File: src/hdl/bbb_pkg.sv
// ----------------------------------------------------------------------------
// bbb_pkg: shared types and constants of the blank border bounding box
// Geometry limits, register indexes, and the structs passed between modules.
// ----------------------------------------------------------------------------
package bbb_pkg;

  // geometry limits and alignment (ALIGN is a power of two)
  localparam int MAX_WIDTH  = 1024;
  localparam int MAX_HEIGHT = 1024;
  localparam int ALIGN_LOG2 = 2;
  localparam int ALIGN      = 1 << ALIGN_LOG2;

  // field widths
  localparam int PIX_W  = 8;
  localparam int CFG_W  = 11;
  localparam int IDX_W  = 3;
  localparam int WIN_W  = 10;
  localparam int COL_W  = (MAX_WIDTH > 1) ? $clog2(MAX_WIDTH) : 1;
  localparam int ROW_W  = (MAX_HEIGHT > 1) ? $clog2(MAX_HEIGHT) : 1;
  localparam int CR_W   = (COL_W > ROW_W) ? COL_W : ROW_W;
  localparam int XW     = (CR_W > WIN_W) ? CR_W : WIN_W;
  // alignment arithmetic: room for right edge plus padding
  localparam int EXT_W  = COL_W + ALIGN_LOG2 + 1;

  localparam logic [PIX_W-1:0] BLANK_PIX = '1;

  // configuration register indexes
  typedef enum logic [IDX_W-1:0] {
    REG_FRAME_WIDTH  = 3'd0,
    REG_FRAME_HEIGHT = 3'd1,
    REG_WIN_X_LO     = 3'd2,
    REG_WIN_X_HI     = 3'd3,
    REG_WIN_Y_LO     = 3'd4,
    REG_WIN_Y_HI     = 3'd5
  } bbb_reg_e;

  // decoded configuration: last column/row index after clamping
  typedef struct packed {
    logic [COL_W-1:0] fw_last;
    logic [ROW_W-1:0] fh_last;
    logic [WIN_W-1:0] x_lo;
    logic [WIN_W-1:0] x_hi;
    logic [WIN_W-1:0] y_lo;
    logic [WIN_W-1:0] y_hi;
  } bbb_cfg_t;

  // tracking state seen at the last pixel of a frame
  typedef struct packed {
    logic             found_col;
    logic [ROW_W-1:0] top_row;
    logic [ROW_W-1:0] bottom_row;
    logic [COL_W-1:0] left_col;
    logic [COL_W-1:0] right_col;
  } bbb_box_t;

  // one result transaction
  typedef struct packed {
    logic             empty_res;
    logic [WIN_W-1:0] row_first;
    logic [WIN_W-1:0] row_last;
    logic [WIN_W-1:0] col_first;
    logic [WIN_W-1:0] col_last;
  } bbb_res_t;

  // last index of a dimension: 0 taken as 1, above maxv taken as maxv
  function automatic int clamp_last(logic [CFG_W-1:0] v, int maxv);
    int r;
    if (v == '0) begin
      r = 0;
    end else if (int'(v) > maxv) begin
      r = maxv - 1;
    end else begin
      r = int'(v) - 1;
    end
    return r;
  endfunction

endpackage

File: src/hdl/blank_border_bounding_box.sv
// ----------------------------------------------------------------------------
// blank_border_bounding_box: bounding box of non-blank pixels in a frame
// Finds the rows and aligned columns that hold non-blank pixels and reports
// the box once per frame.
// ----------------------------------------------------------------------------
// Usage:
//   Input channel (in_valid_i / in_stall_o): one pixel per transaction in
//   raster order; frame_start_i marks column 0, row 0 and restarts the
//   counters. Frames of the configured size may also follow back to back.
//   Output channel (out_valid_o / out_stall_i): one result transaction per
//   frame, issued for the last pixel of the frame.
//   Configuration (cfg_we_i, cfg_idx_i, cfg_data_i): single-cycle writes,
//   done while the block is idle.
// Timing:
//   One pixel per clock sustained unless a stalled result holds a last pixel.
//   The counter and edge update is done on the pixel in the input register;
//   the result is loaded into the output register as the last pixel leaves it.
// Reset: all counters and tracking state clear; registers take their
//   defaults (1024 x 1024 frame, full windows).
// Stall: a waiting result holds the output register; pixels that end no
//   frame keep flowing, and the last pixel of the next frame waits in the
//   input register until the result is taken.
// ----------------------------------------------------------------------------
module blank_border_bounding_box (
  input  logic                       clk_i,
  input  logic                       rst_ni,
  input  logic                       cfg_we_i,
  input  logic [bbb_pkg::IDX_W-1:0]  cfg_idx_i,
  input  logic [bbb_pkg::CFG_W-1:0]  cfg_data_i,
  input  logic                       in_valid_i,
  output logic                       in_stall_o,
  input  logic [bbb_pkg::PIX_W-1:0]  pixel_i,
  input  logic                       frame_start_i,
  output logic                       out_valid_o,
  input  logic                       out_stall_i,
  output logic                       empty_res_o,
  output logic [bbb_pkg::WIN_W-1:0]  row_first_o,
  output logic [bbb_pkg::WIN_W-1:0]  row_last_o,
  output logic [bbb_pkg::WIN_W-1:0]  col_first_o,
  output logic [bbb_pkg::WIN_W-1:0]  col_last_o
);
  import bbb_pkg::*;

  bbb_cfg_t         cfg;
  bbb_box_t         box;
  logic             is_last;
  logic             fire, in_accept, out_load;
  logic [COL_W-1:0] left_al, right_al;

  logic             in_valid_q, in_valid_d;
  logic [PIX_W-1:0] pixel_q;
  logic             frame_start_q;
  logic             out_valid_q, out_valid_d;
  bbb_res_t         res_q, res_d;

  // configuration registers
  bbb_cfg u_cfg (
    .clk_i      (clk_i),
    .rst_ni     (rst_ni),
    .cfg_we_i   (cfg_we_i),
    .cfg_idx_i  (cfg_idx_i),
    .cfg_data_i (cfg_data_i),
    .cfg_o      (cfg)
  );

  // handshake: a frame-ending pixel needs a free output register
  assign fire       = in_valid_q && (!is_last || !(out_valid_q && out_stall_i));
  assign in_stall_o = in_valid_q && !fire;
  assign in_accept  = in_valid_i && !in_stall_o;
  assign out_load   = fire && is_last;

  // input register
  assign in_valid_d = in_accept ? 1'b1 : (fire ? 1'b0 : in_valid_q);

  always_ff @(posedge clk_i or negedge rst_ni) begin
    if (!rst_ni) begin
      in_valid_q <= 1'b0;
    end else begin
      in_valid_q <= in_valid_d;
    end
  end

  always_ff @(posedge clk_i) begin
    if (in_accept) begin
      pixel_q       <= pixel_i;
      frame_start_q <= frame_start_i;
    end
  end

  // counters and edge tracking
  bbb_track u_track (
    .clk_i         (clk_i),
    .rst_ni        (rst_ni),
    .cfg_i         (cfg),
    .advance_i     (fire),
    .pixel_i       (pixel_q),
    .frame_start_i (frame_start_q),
    .is_last_o     (is_last),
    .box_o         (box)
  );

  // column alignment
  bbb_align u_align (
    .left_i    (box.left_col),
    .right_i   (box.right_col),
    .fw_last_i (cfg.fw_last),
    .left_o    (left_al),
    .right_o   (right_al)
  );

  // result assembly; an empty frame reports zeros
  always_comb begin
    if (!box.found_col) begin
      res_d = '0;
      res_d.empty_res = 1'b1;
    end else begin
      res_d.empty_res = 1'b0;
      res_d.row_first = XW'(box.top_row)    & XW'({WIN_W{1'b1}});
      res_d.row_last  = XW'(box.bottom_row) & XW'({WIN_W{1'b1}});
      res_d.col_first = XW'(left_al)        & XW'({WIN_W{1'b1}});
      res_d.col_last  = XW'(right_al)       & XW'({WIN_W{1'b1}});
    end
  end

  // output register
  assign out_valid_d = out_load ? 1'b1 : ((out_valid_q && !out_stall_i) ? 1'b0 : out_valid_q);

  always_ff @(posedge clk_i or negedge rst_ni) begin
    if (!rst_ni) begin
      out_valid_q <= 1'b0;
    end else begin
      out_valid_q <= out_valid_d;
    end
  end

  always_ff @(posedge clk_i) begin
    if (out_load) begin
      res_q <= res_d;
    end
  end

  assign out_valid_o = out_valid_q;
  assign empty_res_o = res_q.empty_res;
  assign row_first_o = res_q.row_first;
  assign row_last_o  = res_q.row_last;
  assign col_first_o = res_q.col_first;
  assign col_last_o  = res_q.col_last;

  // a stalled result is never overwritten
  a_no_overwrite: assert property (@(posedge clk_i) disable iff (!rst_ni)
    (out_valid_q && out_stall_i) |-> !out_load)
    else $error("result overwritten while stalled");

  // input stall only with a pixel held
  a_stall_held: assert property (@(posedge clk_i) disable iff (!rst_ni)
    in_stall_o |-> in_valid_q)
    else $error("input stalled with empty input register");

  // a loaded result is presented next cycle
  a_load_shows: assert property (@(posedge clk_i) disable iff (!rst_ni)
    out_load |=> out_valid_o)
    else $error("loaded result not presented");

  // a stalled pixel stays in the input register
  a_pixel_kept: assert property (@(posedge clk_i) disable iff (!rst_ni)
    in_stall_o |=> (in_valid_q && $stable(pixel_q)))
    else $error("stalled pixel lost");

endmodule

File: src/hdl/bbb_cfg.sv
// ----------------------------------------------------------------------------
// bbb_cfg: configuration registers
// Holds the geometry and search windows; geometry is stored as clamped
// last-index values so the datapath needs no clamping per pixel.
// ----------------------------------------------------------------------------
module bbb_cfg (
  input  logic                       clk_i,
  input  logic                       rst_ni,
  input  logic                       cfg_we_i,
  input  logic [bbb_pkg::IDX_W-1:0]  cfg_idx_i,
  input  logic [bbb_pkg::CFG_W-1:0]  cfg_data_i,
  output bbb_pkg::bbb_cfg_t          cfg_o
);
  import bbb_pkg::*;

  bbb_cfg_t cfg_q, cfg_d;

  // register decode
  always_comb begin
    cfg_d = cfg_q;
    if (cfg_we_i) begin
      case (bbb_reg_e'(cfg_idx_i))
        REG_FRAME_WIDTH:  cfg_d.fw_last = COL_W'(clamp_last(cfg_data_i, MAX_WIDTH));
        REG_FRAME_HEIGHT: cfg_d.fh_last = ROW_W'(clamp_last(cfg_data_i, MAX_HEIGHT));
        REG_WIN_X_LO:     cfg_d.x_lo    = cfg_data_i[WIN_W-1:0];
        REG_WIN_X_HI:     cfg_d.x_hi    = cfg_data_i[WIN_W-1:0];
        REG_WIN_Y_LO:     cfg_d.y_lo    = cfg_data_i[WIN_W-1:0];
        REG_WIN_Y_HI:     cfg_d.y_hi    = cfg_data_i[WIN_W-1:0];
        default: ;
      endcase
    end
  end

  always_ff @(posedge clk_i or negedge rst_ni) begin
    if (!rst_ni) begin
      cfg_q.fw_last <= COL_W'(clamp_last(CFG_W'(1024), MAX_WIDTH));
      cfg_q.fh_last <= ROW_W'(clamp_last(CFG_W'(1024), MAX_HEIGHT));
      cfg_q.x_lo    <= '0;
      cfg_q.x_hi    <= '1;
      cfg_q.y_lo    <= '0;
      cfg_q.y_hi    <= '1;
    end else begin
      cfg_q <= cfg_d;
    end
  end

  assign cfg_o = cfg_q;

endmodule

File: src/hdl/bbb_track.sv
// ----------------------------------------------------------------------------
// bbb_track: raster counters and bounding box tracking
// Counts column and row, updates the row and column edges for one pixel per
// advance, and presents the box seen at the last pixel of the frame.
// ----------------------------------------------------------------------------
module bbb_track (
  input  logic                       clk_i,
  input  logic                       rst_ni,
  input  bbb_pkg::bbb_cfg_t          cfg_i,
  input  logic                       advance_i,
  input  logic [bbb_pkg::PIX_W-1:0]  pixel_i,
  input  logic                       frame_start_i,
  output logic                       is_last_o,
  output bbb_pkg::bbb_box_t          box_o
);
  import bbb_pkg::*;

  logic [COL_W-1:0] col_count_q, col_count_d;
  logic [ROW_W-1:0] row_count_q, row_count_d;
  logic             found_row_q, found_row_d;
  logic [ROW_W-1:0] top_row_q, top_row_d;
  logic [ROW_W-1:0] bottom_row_q, bottom_row_d;
  logic             found_col_q, found_col_d;
  logic [COL_W-1:0] left_col_q, left_col_d;
  logic [COL_W-1:0] right_col_q, right_col_d;

  logic [COL_W-1:0] c_base, c;
  logic [ROW_W-1:0] r_base, r;
  logic [XW-1:0]    cx, rx;
  logic             non_blank, row_ge_lo, row_le_hi, col_in_win;
  logic             col_end;

  // effective position: frame start restarts, shrunk geometry pins to last
  always_comb begin
    c_base = frame_start_i ? '0 : col_count_q;
    r_base = frame_start_i ? '0 : row_count_q;
    c      = (c_base > cfg_i.fw_last) ? cfg_i.fw_last : c_base;
    r      = (r_base > cfg_i.fh_last) ? cfg_i.fh_last : r_base;
    cx     = XW'(c);
    rx     = XW'(r);
  end

  assign non_blank  = (pixel_i != BLANK_PIX);
  assign row_ge_lo  = (rx >= XW'(cfg_i.y_lo));
  assign row_le_hi  = (rx <= XW'(cfg_i.y_hi));
  assign col_in_win = (cx >= XW'(cfg_i.x_lo)) && (cx <= XW'(cfg_i.x_hi));
  assign col_end    = (c == cfg_i.fw_last);
  assign is_last_o  = col_end && (r == cfg_i.fh_last);

  // edge update for this pixel, from cleared state on frame start
  always_comb begin
    found_row_d  = frame_start_i ? 1'b0 : found_row_q;
    top_row_d    = frame_start_i ? '0   : top_row_q;
    bottom_row_d = frame_start_i ? '0   : bottom_row_q;
    found_col_d  = frame_start_i ? 1'b0 : found_col_q;
    left_col_d   = frame_start_i ? '1   : left_col_q;
    right_col_d  = frame_start_i ? '0   : right_col_q;

    if (non_blank) begin
      if (!found_row_d && row_ge_lo) begin
        found_row_d = 1'b1;
        top_row_d   = r;
      end
      if (row_le_hi) begin
        bottom_row_d = r;
      end
      if (row_ge_lo && row_le_hi && col_in_win) begin
        if (!found_col_d || c < left_col_d) left_col_d = c;
        if (!found_col_d || c > right_col_d) right_col_d = c;
        found_col_d = 1'b1;
      end
    end
  end

  // box including the current pixel
  assign box_o.found_col  = found_col_d;
  assign box_o.top_row    = top_row_d;
  assign box_o.bottom_row = bottom_row_d;
  assign box_o.left_col   = left_col_d;
  assign box_o.right_col  = right_col_d;

  // raster counters
  always_comb begin
    if (is_last_o) begin
      col_count_d = '0;
      row_count_d = '0;
    end else if (col_end) begin
      col_count_d = '0;
      row_count_d = r + ROW_W'(1);
    end else begin
      col_count_d = c + COL_W'(1);
      row_count_d = r;
    end
  end

  always_ff @(posedge clk_i or negedge rst_ni) begin
    if (!rst_ni) begin
      col_count_q  <= '0;
      row_count_q  <= '0;
      found_row_q  <= 1'b0;
      top_row_q    <= '0;
      bottom_row_q <= '0;
      found_col_q  <= 1'b0;
      left_col_q   <= '1;
      right_col_q  <= '0;
    end else if (advance_i) begin
      col_count_q <= col_count_d;
      row_count_q <= row_count_d;
      if (is_last_o) begin
        // frame done: clear tracking for a following frame
        found_row_q  <= 1'b0;
        top_row_q    <= '0;
        bottom_row_q <= '0;
        found_col_q  <= 1'b0;
        left_col_q   <= '1;
        right_col_q  <= '0;
      end else begin
        found_row_q  <= found_row_d;
        top_row_q    <= top_row_d;
        bottom_row_q <= bottom_row_d;
        found_col_q  <= found_col_d;
        left_col_q   <= left_col_d;
        right_col_q  <= right_col_d;
      end
    end
  end

endmodule

File: src/hdl/bbb_align.sv
// ----------------------------------------------------------------------------
// bbb_align: column edge alignment
// Widens the column span to a multiple of ALIGN by lowering the left edge,
// spilling any shortfall below zero onto the right edge, then saturates the
// right edge at the last column.
// ----------------------------------------------------------------------------
module bbb_align (
  input  logic [bbb_pkg::COL_W-1:0] left_i,
  input  logic [bbb_pkg::COL_W-1:0] right_i,
  input  logic [bbb_pkg::COL_W-1:0] fw_last_i,
  output logic [bbb_pkg::COL_W-1:0] left_o,
  output logic [bbb_pkg::COL_W-1:0] right_o
);
  import bbb_pkg::*;

  logic [EXT_W-1:0] left_x, right_x, span, rem, pad, right_a, left_a;

  always_comb begin
    left_x  = EXT_W'(left_i);
    right_x = EXT_W'(right_i);
    span    = right_x - left_x + EXT_W'(1);
    rem     = span & EXT_W'(ALIGN - 1);
    pad     = (rem == '0) ? '0 : (EXT_W'(ALIGN) - rem);
    // padding deeper than the left edge moves the right edge up instead
    if (pad > left_x) begin
      left_a  = '0;
      right_a = right_x + (pad - left_x);
    end else begin
      left_a  = left_x - pad;
      right_a = right_x;
    end
    if (right_a > EXT_W'(fw_last_i)) begin
      right_a = EXT_W'(fw_last_i);
    end
    left_o  = left_a[COL_W-1:0];
    right_o = right_a[COL_W-1:0];
  end

endmodule

File: config.mk
export PLATFORM = sky130hd
export DESIGN_NAME = blank_border_bounding_box
export DESIGN_NICKNAME = d
export VERILOG_FILES = /design/src/hdl/bbb_pkg.sv /design/src/hdl/blank_border_bounding_box.sv /design/src/hdl/bbb_cfg.sv /design/src/hdl/bbb_track.sv /design/src/hdl/bbb_align.sv
export SDC_FILE = /design/constraint.sdc
export NUM_CORES = 1
export LEC_CHECK = 0
export ABC_CLOCK_PERIOD_IN_PS = 9700
export BUFFER_PORTS_ARGS = -buffer_cell sky130_fd_sc_hd__buf_2
export CORE_UTILIZATION = 40
export CTS_CLUSTER_SIZE = 24
export DETAILED_ROUTE_END_ITERATION = 16
export PLACE_DENSITY = 0.56
export SYNTH_ARGS = -nofsm -noshare
export SYNTH_HDL_FRONTEND = slang
export SYNTH_SLANG_ARGS = --single-unit
File: constraint.sdc
create_clock -name clk_i -period 9.7 [get_ports clk_i]
set_input_delay 0.97 -clock clk_i [delete_from_list [all_inputs] [get_ports clk_i]]
set_output_delay 0.97 -clock clk_i [all_outputs]
set_load 0.01 [all_outputs]
Word level (Yosys, flattened, before mapping)
Cells that the tools add are included.

word-level totals
  bits of input ports = 28
  output and inout port bits = 43
  RAM bits = 0
  bits in latches = 0
  memories = 0
  memory bits (read-only) = 0
  word-level logic and storage cells = 130
  register bits after elaboration = 174

cells by class
  equality and inequality tests = 8
  bitwise gates (word level) = 1
  div/mod/pow operators = 0
  shift-type cells = 0
  reduce and logical (&&, ||, !) cells = 33
  $mul = 0
  add/subtract/negate cells = 9
  order comparisons = 11
  muxes and demuxes = 45

operator list
  operator               number
  $mux 10                30
  $mux 41                1
  $gt 10x10->1           3
  $gt 13x10->1           2
  $mux 13                2
  $add 10x1->10 const B  2
  $eq 10x10->1           2
  $ge 10x10->1           2
  $le 10x10->1           2
  $add 10x13->13         1
  $logic_not 13->1       1
  $sub 13x10->13         1
  $mux 1                 12
  $reduce_and 2->1       6
  $gt 11x11->1 const B   1
  $logic_and 1x1->1      11
  $logic_not 11->1       1
  $lt 10x10->1           1
  $sub 10x1->10 const B  1
  $sub 10x10->10         1
  $ne 8x8->1 const B     1
  $logic_not 1->1        7
  $eq 3x2->1 const B     2
  $eq 3x3->1 const B     2
  9 further kinds        12

Logic depth before layout (Yosys ltp)
Gate-level depths: netlist of run 1.

  word-level depth = 18
  gate-level depth with buffers = 53

Hierarchy
A second synthesis of run 1 with hierarchy kept.

second synthesis, totals
  cells, all modules = 1,273
  area total of the unflattened synthesis = 12,054.1 um^2

by module, submodules not included
  module                     sequential area each (um^2)  area each (um^2)  cells each  instances
  bbb_track                  1,564.0                      6,043.3           758         1
  bbb_cfg                    1,551.5                      2,635.0           221         1
  blank_border_bounding_box  1,551.5                      1,874.3           107         1
  bbb_align                  0.0                          1,501.4           187         1

Worst setup path before layout of run 1
No wires, ideal clock.

  kind = register to register
  start = reg frame_start_q
  end = reg res_q, in the netlist col_last_o[4], data pin
  arrival time = 9.982 ns
  library setup time = 0.147 ns
  setup slack = -0.429 ns
  clock period less this slack = 10.129 ns
  cell stages (with the launch flop) = 52
  cell sequence = edfxtp_1 buf_2 clkbuf_1 buf_1 nor2_1 ha_1 a21o_1 a21o_1 a21oi_1 o211ai_1 nand2_1 clkbuf_1 nand2_1 o21ai_1 ha_1 a21o_1 a21o_1 a21oi_1 [... 16 more ...] a21boi_0 o21ai_0 a21boi_0 nor2_1 nor2_1 nor2_1 xnor2_1 nand2_1 nand2_1 ha_1 nand3_1 a21oi_1 o31ai_1 a21oi_1 nor2_1 nand2_1 o221a_2 a21oi_1

on the way
  cells in the longest elaborated chain, start to end = 17

RTL lines
  item                                                    line                              RTL
  from (decl)                                             blank_border_bounding_box.sv:52   logic frame_start_q;
  from (signal assigned)                                  blank_border_bounding_box.sv:86   frame_start_q <= frame_start_i;
  $mux 10, on equally long branches                       bbb_track.sv:35, bbb_track.sv:36
  $gt 10x10->1, on equally long branches                  bbb_track.sv:37, bbb_track.sv:38
  $mux 10, on equally long branches                       bbb_track.sv:37, bbb_track.sv:38
  $gt 10x10->1 (tied with other cells)                    bbb_track.sv:69                   if (!found_col_d || c > right_col_d) right_col_d = c;
  $logic_or 1x1->1 (tied with other cells)                bbb_track.sv:69
  $mux 10 (tied with other cells)                         bbb_track.sv:69
  $mux 10                                                 bbb_track.sv:67                   if (row_ge_lo && row_le_hi && col_in_win) begin
  $mux 10                                                 bbb_track.sv:59                   if (non_blank) begin
  $sub 2x2->2                                             bbb_align.sv:21                   span = right_x - left_x + EXT_W'(1);
  $add 2x1->2                                             bbb_align.sv:21
  $sub 3x2->4 / $logic_not 13->1 (equally long branches)  bbb_align.sv:23                   pad = (rem == '0) ? '0 : (EXT_W'(ALIGN) - rem);
  $mux 13                                                 bbb_align.sv:23
  $sub 13x10->13                                          bbb_align.sv:27                   right_a = right_x + (pad - left_x);
  $add 10x13->13                                          bbb_align.sv:27
  $mux 13                                                 bbb_align.sv:25                   if (pad > left_x) begin
  $gt 13x10->1                                            bbb_align.sv:32                   if (right_a > EXT_W'(fw_last_i)) begin
  $mux 10                                                 bbb_align.sv:32
  to (signal assigned)                                    blank_border_bounding_box.sv:138  res_q <= res_d;
  to (decl)                                               blank_border_bounding_box.sv:54   bbb_res_t res_q, res_d;

Several ways; a longest one is shown, not always the timed one.
A chain may end at the register's enable or synchronous reset.

Final worst setup path of run 1
  start = reg frame_start_q
  end = reg res_q, in the netlist col_last_o[7], data pin

Same word-level chain as after synthesis.

==> results of run 1 <==
through the flow:
stage / utilization (%) / cells / area [um^2]
6_report: 49.6 / 1895 / 14400
3_3_place_gp: 46.2 / 1849 / 13400
5_1_grt: 49.6 / 1895 / 14400
4_1_cts: 48.5 / 1882 / 14100
3_5_place_dp: 46.2 / 1849 / 13400
2_1_floorplan: - / 1343 / 11900
path summary, 6_finish.rpt:
path / startpoint / endpoint / slack [ps] / cells past startpoint
min reg2reg: u_track.top_row_q[0] / u_track.top_row_q[0] / 480 / 2
max reg2reg: frame_start_q / col_last_o[7] / 420 / 44
min in group asynchronous: rst_ni / u_cfg.cfg_o[13] / 650 / 1
min: u_track.top_row_q[0] / u_track.top_row_q[0] / 480 / 2
max: frame_start_q / col_last_o[7] / 420 / 44
max in group asynchronous: rst_ni / u_track.col_count_q[6] / 7720 / 2
metal layers:
layer | vias up | GRT usage, % | part of all wire [%]
li1 | 5078 | - | -
met1 | 5077 | 33.5 | 43
met2 | 336 | 44.7 | 48
met3 | 67 | 3.57 | 4.8
met4 | 0 | 9.93 | 3.3
met5 | - | 0 | 0
cell usage in the layout (no fill, tap or decap), drive strengths merged, types with 17 or more instances in the layout:
| cell | instances |
|---|---|
| dfstp | 50 |
| o22ai | 19 |
| dfrtp | 74 |
| xnor2 | 36 |
| nor2 | 106 |
| a21oi | 101 |
| nor3b | 25 |
| mux2i | 17 |
| nor2b | 21 |
| ha | 104 |
| inv | 129 |
| buf | 190 |
| o21ai | 119 |
| nand2 | 148 |
| edfxtp | 50 |
| nor3 | 36 |
| mux2 | 24 |
| nand3 | 33 |
| a21o | 25 |
| clkbuf | 18 |
what timing repair did:
action | 4_1_cts | 5_1_grt
gates resized for setup | 6 | 52
setup buffers | 1 | 13
pin swaps | 1 | 20
endpoints found under the hold margin | 0 | 0
endpoints found under the setup margin | 8 | 10
hold buffers | 0 | 0
cloned | 0 | 0
final cells by class:
cell class	count	share of cell area [%]
multi-input combinational	990	47.6
sequential	174	32.5
timing repair buffer	190	8.91
tap	384	3.34
inverter	125	3.26
clock buffer	18	2.98
clock inverter	14	1.45
logic make-up after synthesis:
kind of cell,share of synthesized area [%]
xor+xnor,3.60
compound gates,19.1
fa+ha+maj,11.8
flops,39.1
simple gates,16.6
mux,3.94
other cells,0.0315
buf+inv,5.78
critical path, delay by kind of cell (launching register included):
family / cells / cell delay (ps)
adders and majority gates: 6 / 2000
muxes: 2 / 760
xor gates and xnor gates: 4 / 710
DFF: 1 / 490
buffers and inverters: 5 / 540
AOI/OAI and AO/OA: 16 / 3130
and+or+nand+nor: 11 / 1410
state kept, by name, summed over array words and instances (netlist names):
| signal | count |
|---|---|
| empty_res_o | 1 |
| u_track.bottom_row_q | 10 |
| u_track.left_col_q | 10 |
| u_track.found_col_q | 1 |
| row_first_o | 10 |
| u_track.right_col_q | 10 |
| col_first_o | 10 |
| u_track.col_count_q | 10 |
| u_track.row_count_q | 10 |
| frame_start_q | 1 |
| out_valid_o | 1 |
| u_cfg.cfg_o | 60 |
| row_last_o | 10 |
| in_valid_q | 1 |
| col_last_o | 10 |
| pixel_q | 8 |
| u_track.top_row_q | 10 |
| u_track.found_row_q | 1 |
where the power goes:
group / internal, mW / total [mW] / switching [mW] / leakage [nW]
Combinational: 0.338 / 0.844 / 0.506 / 4.24
Clock: 0.438 / 0.762 / 0.324 / 0.313
Sequential: 0.865 / 0.924 / 0.0592 / 1.96
==> metrics.yaml, run 1 <==
status: "complete, no violations"
clock_path_buffers: 2
yosys.area.top_type_share_pct: 15.5
synth_largest_area_cell: "dfrtp_1"
cts.htree.levels: 4
port-buffer-count: 70
fin_crit_sh_pct: 95.6
clock_latency_ps: 450
synth_common_cells: "nand2_1, inv_1, o21ai_0, nor2_1, ha_1"
place_ws_ps: -114
post_drt_wl_per_cell_um: 20.6
power.total_mw: 2.53
critPathLaunchType: "register"
ys_warn_count: 0
nets: 1634
crit_fanout: 6
slew_violations: 0
finalHoldViolations: 0
gp_congestion: 1.02
drt_iter0_drc: 823
fmax_mhz: 108
clk_pin_slew_worst_paths_ps: 80
synth_nets: 1479
syn-instance-count: 1343
cts_root_buf: "clkbuf_16"
dr_total_vias: 10600
grt_usage_pct: 26.1
dieArea_um2: 30500
setup_viol: 0
drcViolationCount: 0
dpl.hpwl_mm: 30.2
fin_crit_ps: 9280
seqCellArea_um2: 4670
synth_top_flop_cell: "dfrtp_1"
dr.pass1.iters: 6
die_w_um: 175
multi_input_area_um2: 6840
fillers: 2814
first_global_vias: 10400
peakVddDrop_v: 0.000104
synth_area_per_cell_um2: 8.88
viasPerCell: 5.57
synth_edf_count: 50
die_height_um: 175
yosys.cell_types.count: 79
cts.sink_count: 174
drive_above_1_share_pct: 24.2
synth_area_leaders: "dfrtp_1, edfxtp_1, dfstp_2, ha_1, o21ai_0"
wirelength_mm: 39.1
yosys_register_bits: 174
crit_type: "reg -> reg"
area_growth_pct: 20.6
start_util_pct: 41.1
crit_path_frequent_cell: "a21o_1"
yosysMostFrequentCell: "nand2_1"
p_per_area_nw_per_um2: 176
crit_arrival_ps: 9480
syn_area_um2: 11900
crit_required_ps: 9910
cts_buffers: 17
fin_skew_ps: 14.9
fp-row-count: 62
postRouteAntennaNets: 0
coreArea_um2: 29000
min_path_type: "reg -> reg"
endpoint_kind: "register"
max_slew_margin_pct: 18.3
max-cap-violations: 0
cp_slowest_cell: "fa_1"
hold_ws_ps: 476
finalSetupTns_ps: 0
io_pins: 71
leakagePower_nw: 6.51
cts_tree: "yes"
cpPeakStageDelay_ps: 540
synth-async-reset-ratio_pct: 71.3
grt_max_degree: 67
grt_antenna_before_repair: 0
timing.final.ws_setup_ps: 424
diodes: 0
grt_pass1_wl_mm: 60.7
grt-ovfl-total: 0
yosysSeqAreaShare_pct: 39.1
worst_pin_slew_ps: 1210
No activity file was read; power rests on OpenSTA's default activity.
==> run 2: changes to the inputs <==
- CORE_ASPECT_RATIO: not set -> 1.75
==> run 2 against run 1 <==
  * Cell area up 2.4%
  * Worst hold slack lost 1.4 ps
  * Worst setup slack improved by 54 ps
  * Core utilization increased by 0.70 points
  * Clock power shrank 5.2%
  * Critical path type unchanged
  * Highest routed layer unchanged
==> metrics.yaml, run 2 (synthesis results as in run 1) <==
leakagePower_nw: 6.64
dr_total_vias: 10900
crit_fanout: 6
drive_above_1_share_pct: 26.6
first_global_vias: 11100
fillers: 2832
slew_violations: 0
crit_type: "reg -> reg"
postRouteAntennaNets: 0
finalHoldViolations: 0
p_per_area_nw_per_um2: 174
fin_crit_sh_pct: 95.1
max_slew_margin_pct: 18.4
drt_iter0_drc: 567
viasPerCell: 5.66
worst_pin_slew_ps: 1210
min_path_type: "reg -> reg"
seqPwrFrac_pct: 36.5
post_drt_wl_per_cell_um: 21.6
clock_path_buffers: 2
setup_viol: 0
coreArea_um2: 29300
grt_pass1_wl_mm: 62.8
crit_path_frequent_cell: "buf_4"
clock_latency_ps: 460
seqCellArea_um2: 4670
max-cap-violations: 0
diodes: 0
area_growth_pct: 23.5
die_height_um: 230
crit_required_ps: 10020
holdBufCountCts: 0
peakVddDrop_v: 0.000156
cpPeakStageDelay_ps: 440
switching_power_uw: 937
wirelength_mm: 41.6
largest_register_ffs: 60
cp_slowest_cell: "or3b_4"
p_sw_share_pct: 36.6
dr.pass1.iters: 7
grt-ovfl-total: 0
holdCritStartpoint: "u_track.row_count_q[9]"
status: "complete, no violations"
critPathLaunchType: "register"
final_cell_mix: "nand2_1, buf_4, inv_1"
dieArea_um2: 30500
dpl.hpwl_mm: 32.5
die_w_um: 133
layout_commonest_cell: "nand2_1"
start_util_pct: 40.7
cts_tree: "yes"
crit_arrival_ps: 9540
hold_ws_ps: 475
grt_antenna_before_repair: 0
fp-row-count: 83
cts_root_buf: "clkbuf_16"
fin_skew_ps: 14.1
port-buffer-count: 70
multi_input_area_um2: 6960
nets: 1663
cts.sink_count: 174
placedCellCount: 1869
grt_max_degree: 72
clk_pin_slew_worst_paths_ps: 70
endpoint_kind: "register"
gp_congestion: 0.973
io_pins: 71
cts_buffers: 17
fin_crit_ps: 9220
fmax_mhz: 108
pwr-share-clk_pct: 28.2
cts.htree.levels: 4
r2r-start: "frame_start_q"
drcViolationCount: 0
crit_start: "frame_start_q"
grt_usage_pct: 27.7
p_int_mw: 1.62
comb_power_share_pct: 35.3
stdcell_count: 1922
run 2: power groups by stage:
stage                     combinational (mW)  clock [mW]  sequential [mW]
after floorplan                        0.498           0            0.914
after global placement                 0.825           0            0.943
after detailed placement               0.831           0            0.944
after CTS                              0.840       0.730            0.931
after global routing                   0.988       0.756            0.944
final                                  0.903       0.722            0.934
run 2: worst max-delay path, delay by kind of cell (launching register included):
| kind | cells | cell delay [ps] |
|---|---|---|
| AOI/OAI and AO/OA | 21 | 3320 |
| xor gates and xnor gates | 3 | 540 |
| adders and majority gates | 5 | 1240 |
| buffers and inverters | 9 | 1310 |
| DFF | 1 | 390 |
| muxes | 2 | 580 |
| and+or+nand+nor | 10 | 1730 |
run 2: stage by stage:
step	setup TNS (ps)	setup WS, ps	util [%]	power (mW)	instance area, um^2
detailed placement	-1480	-200	46.4	1.78	13600
floorplan	0	16.6	-	1.41	11900
finish	0	478	50.3	2.56	14700
CTS	0	27.8	48.6	2.50	14200
global route	-70.0	-38.1	50.3	2.69	14700
global placement	0	13.3	46.4	1.77	13600
run 2: final timing paths:
kind | end | slack (ps) | cells after the start
setup / recovery | col_last_o[4] | 480 | 50
hold / removal | u_track.row_count_q[9] | 470 | 2
max in group asynchronous | u_track.found_row_q | 7740 | 2
min in group asynchronous | u_cfg.cfg_o[12] | 640 | 1
hold reg to reg | u_track.row_count_q[9] | 470 | 2
setup reg to reg | col_last_o[4] | 480 | 50
run 2: final cells by class:
type	instances	share of cell area, %
clock inverters	14	1.16
multi-input cells	990	47.3
flip-flops and latches	174	31.7
inverters	125	3.19
clock buffers	18	2.91
repair buffers	219	10.5
well taps	382	3.25
run 2: layer usage:
layer | vias up | global-route usage (%) | wire length, um
met5 | - | 0 | 0
met4 | 0 | 22.6 | 3520
met3 | 174 | 3.73 | 1380
met2 | 339 | 52.1 | 22200
met1 | 5240 | 26.7 | 14500
li1 | 5122 | - | -
run 2: repair_timing:
action / CTS / global route
gates cloned: 0 / 2
buffers inserted: 2 / 17
gates resized for setup: 11 / 66
setup endpoints to repair: 10 / 10
pin swaps: 3 / 21
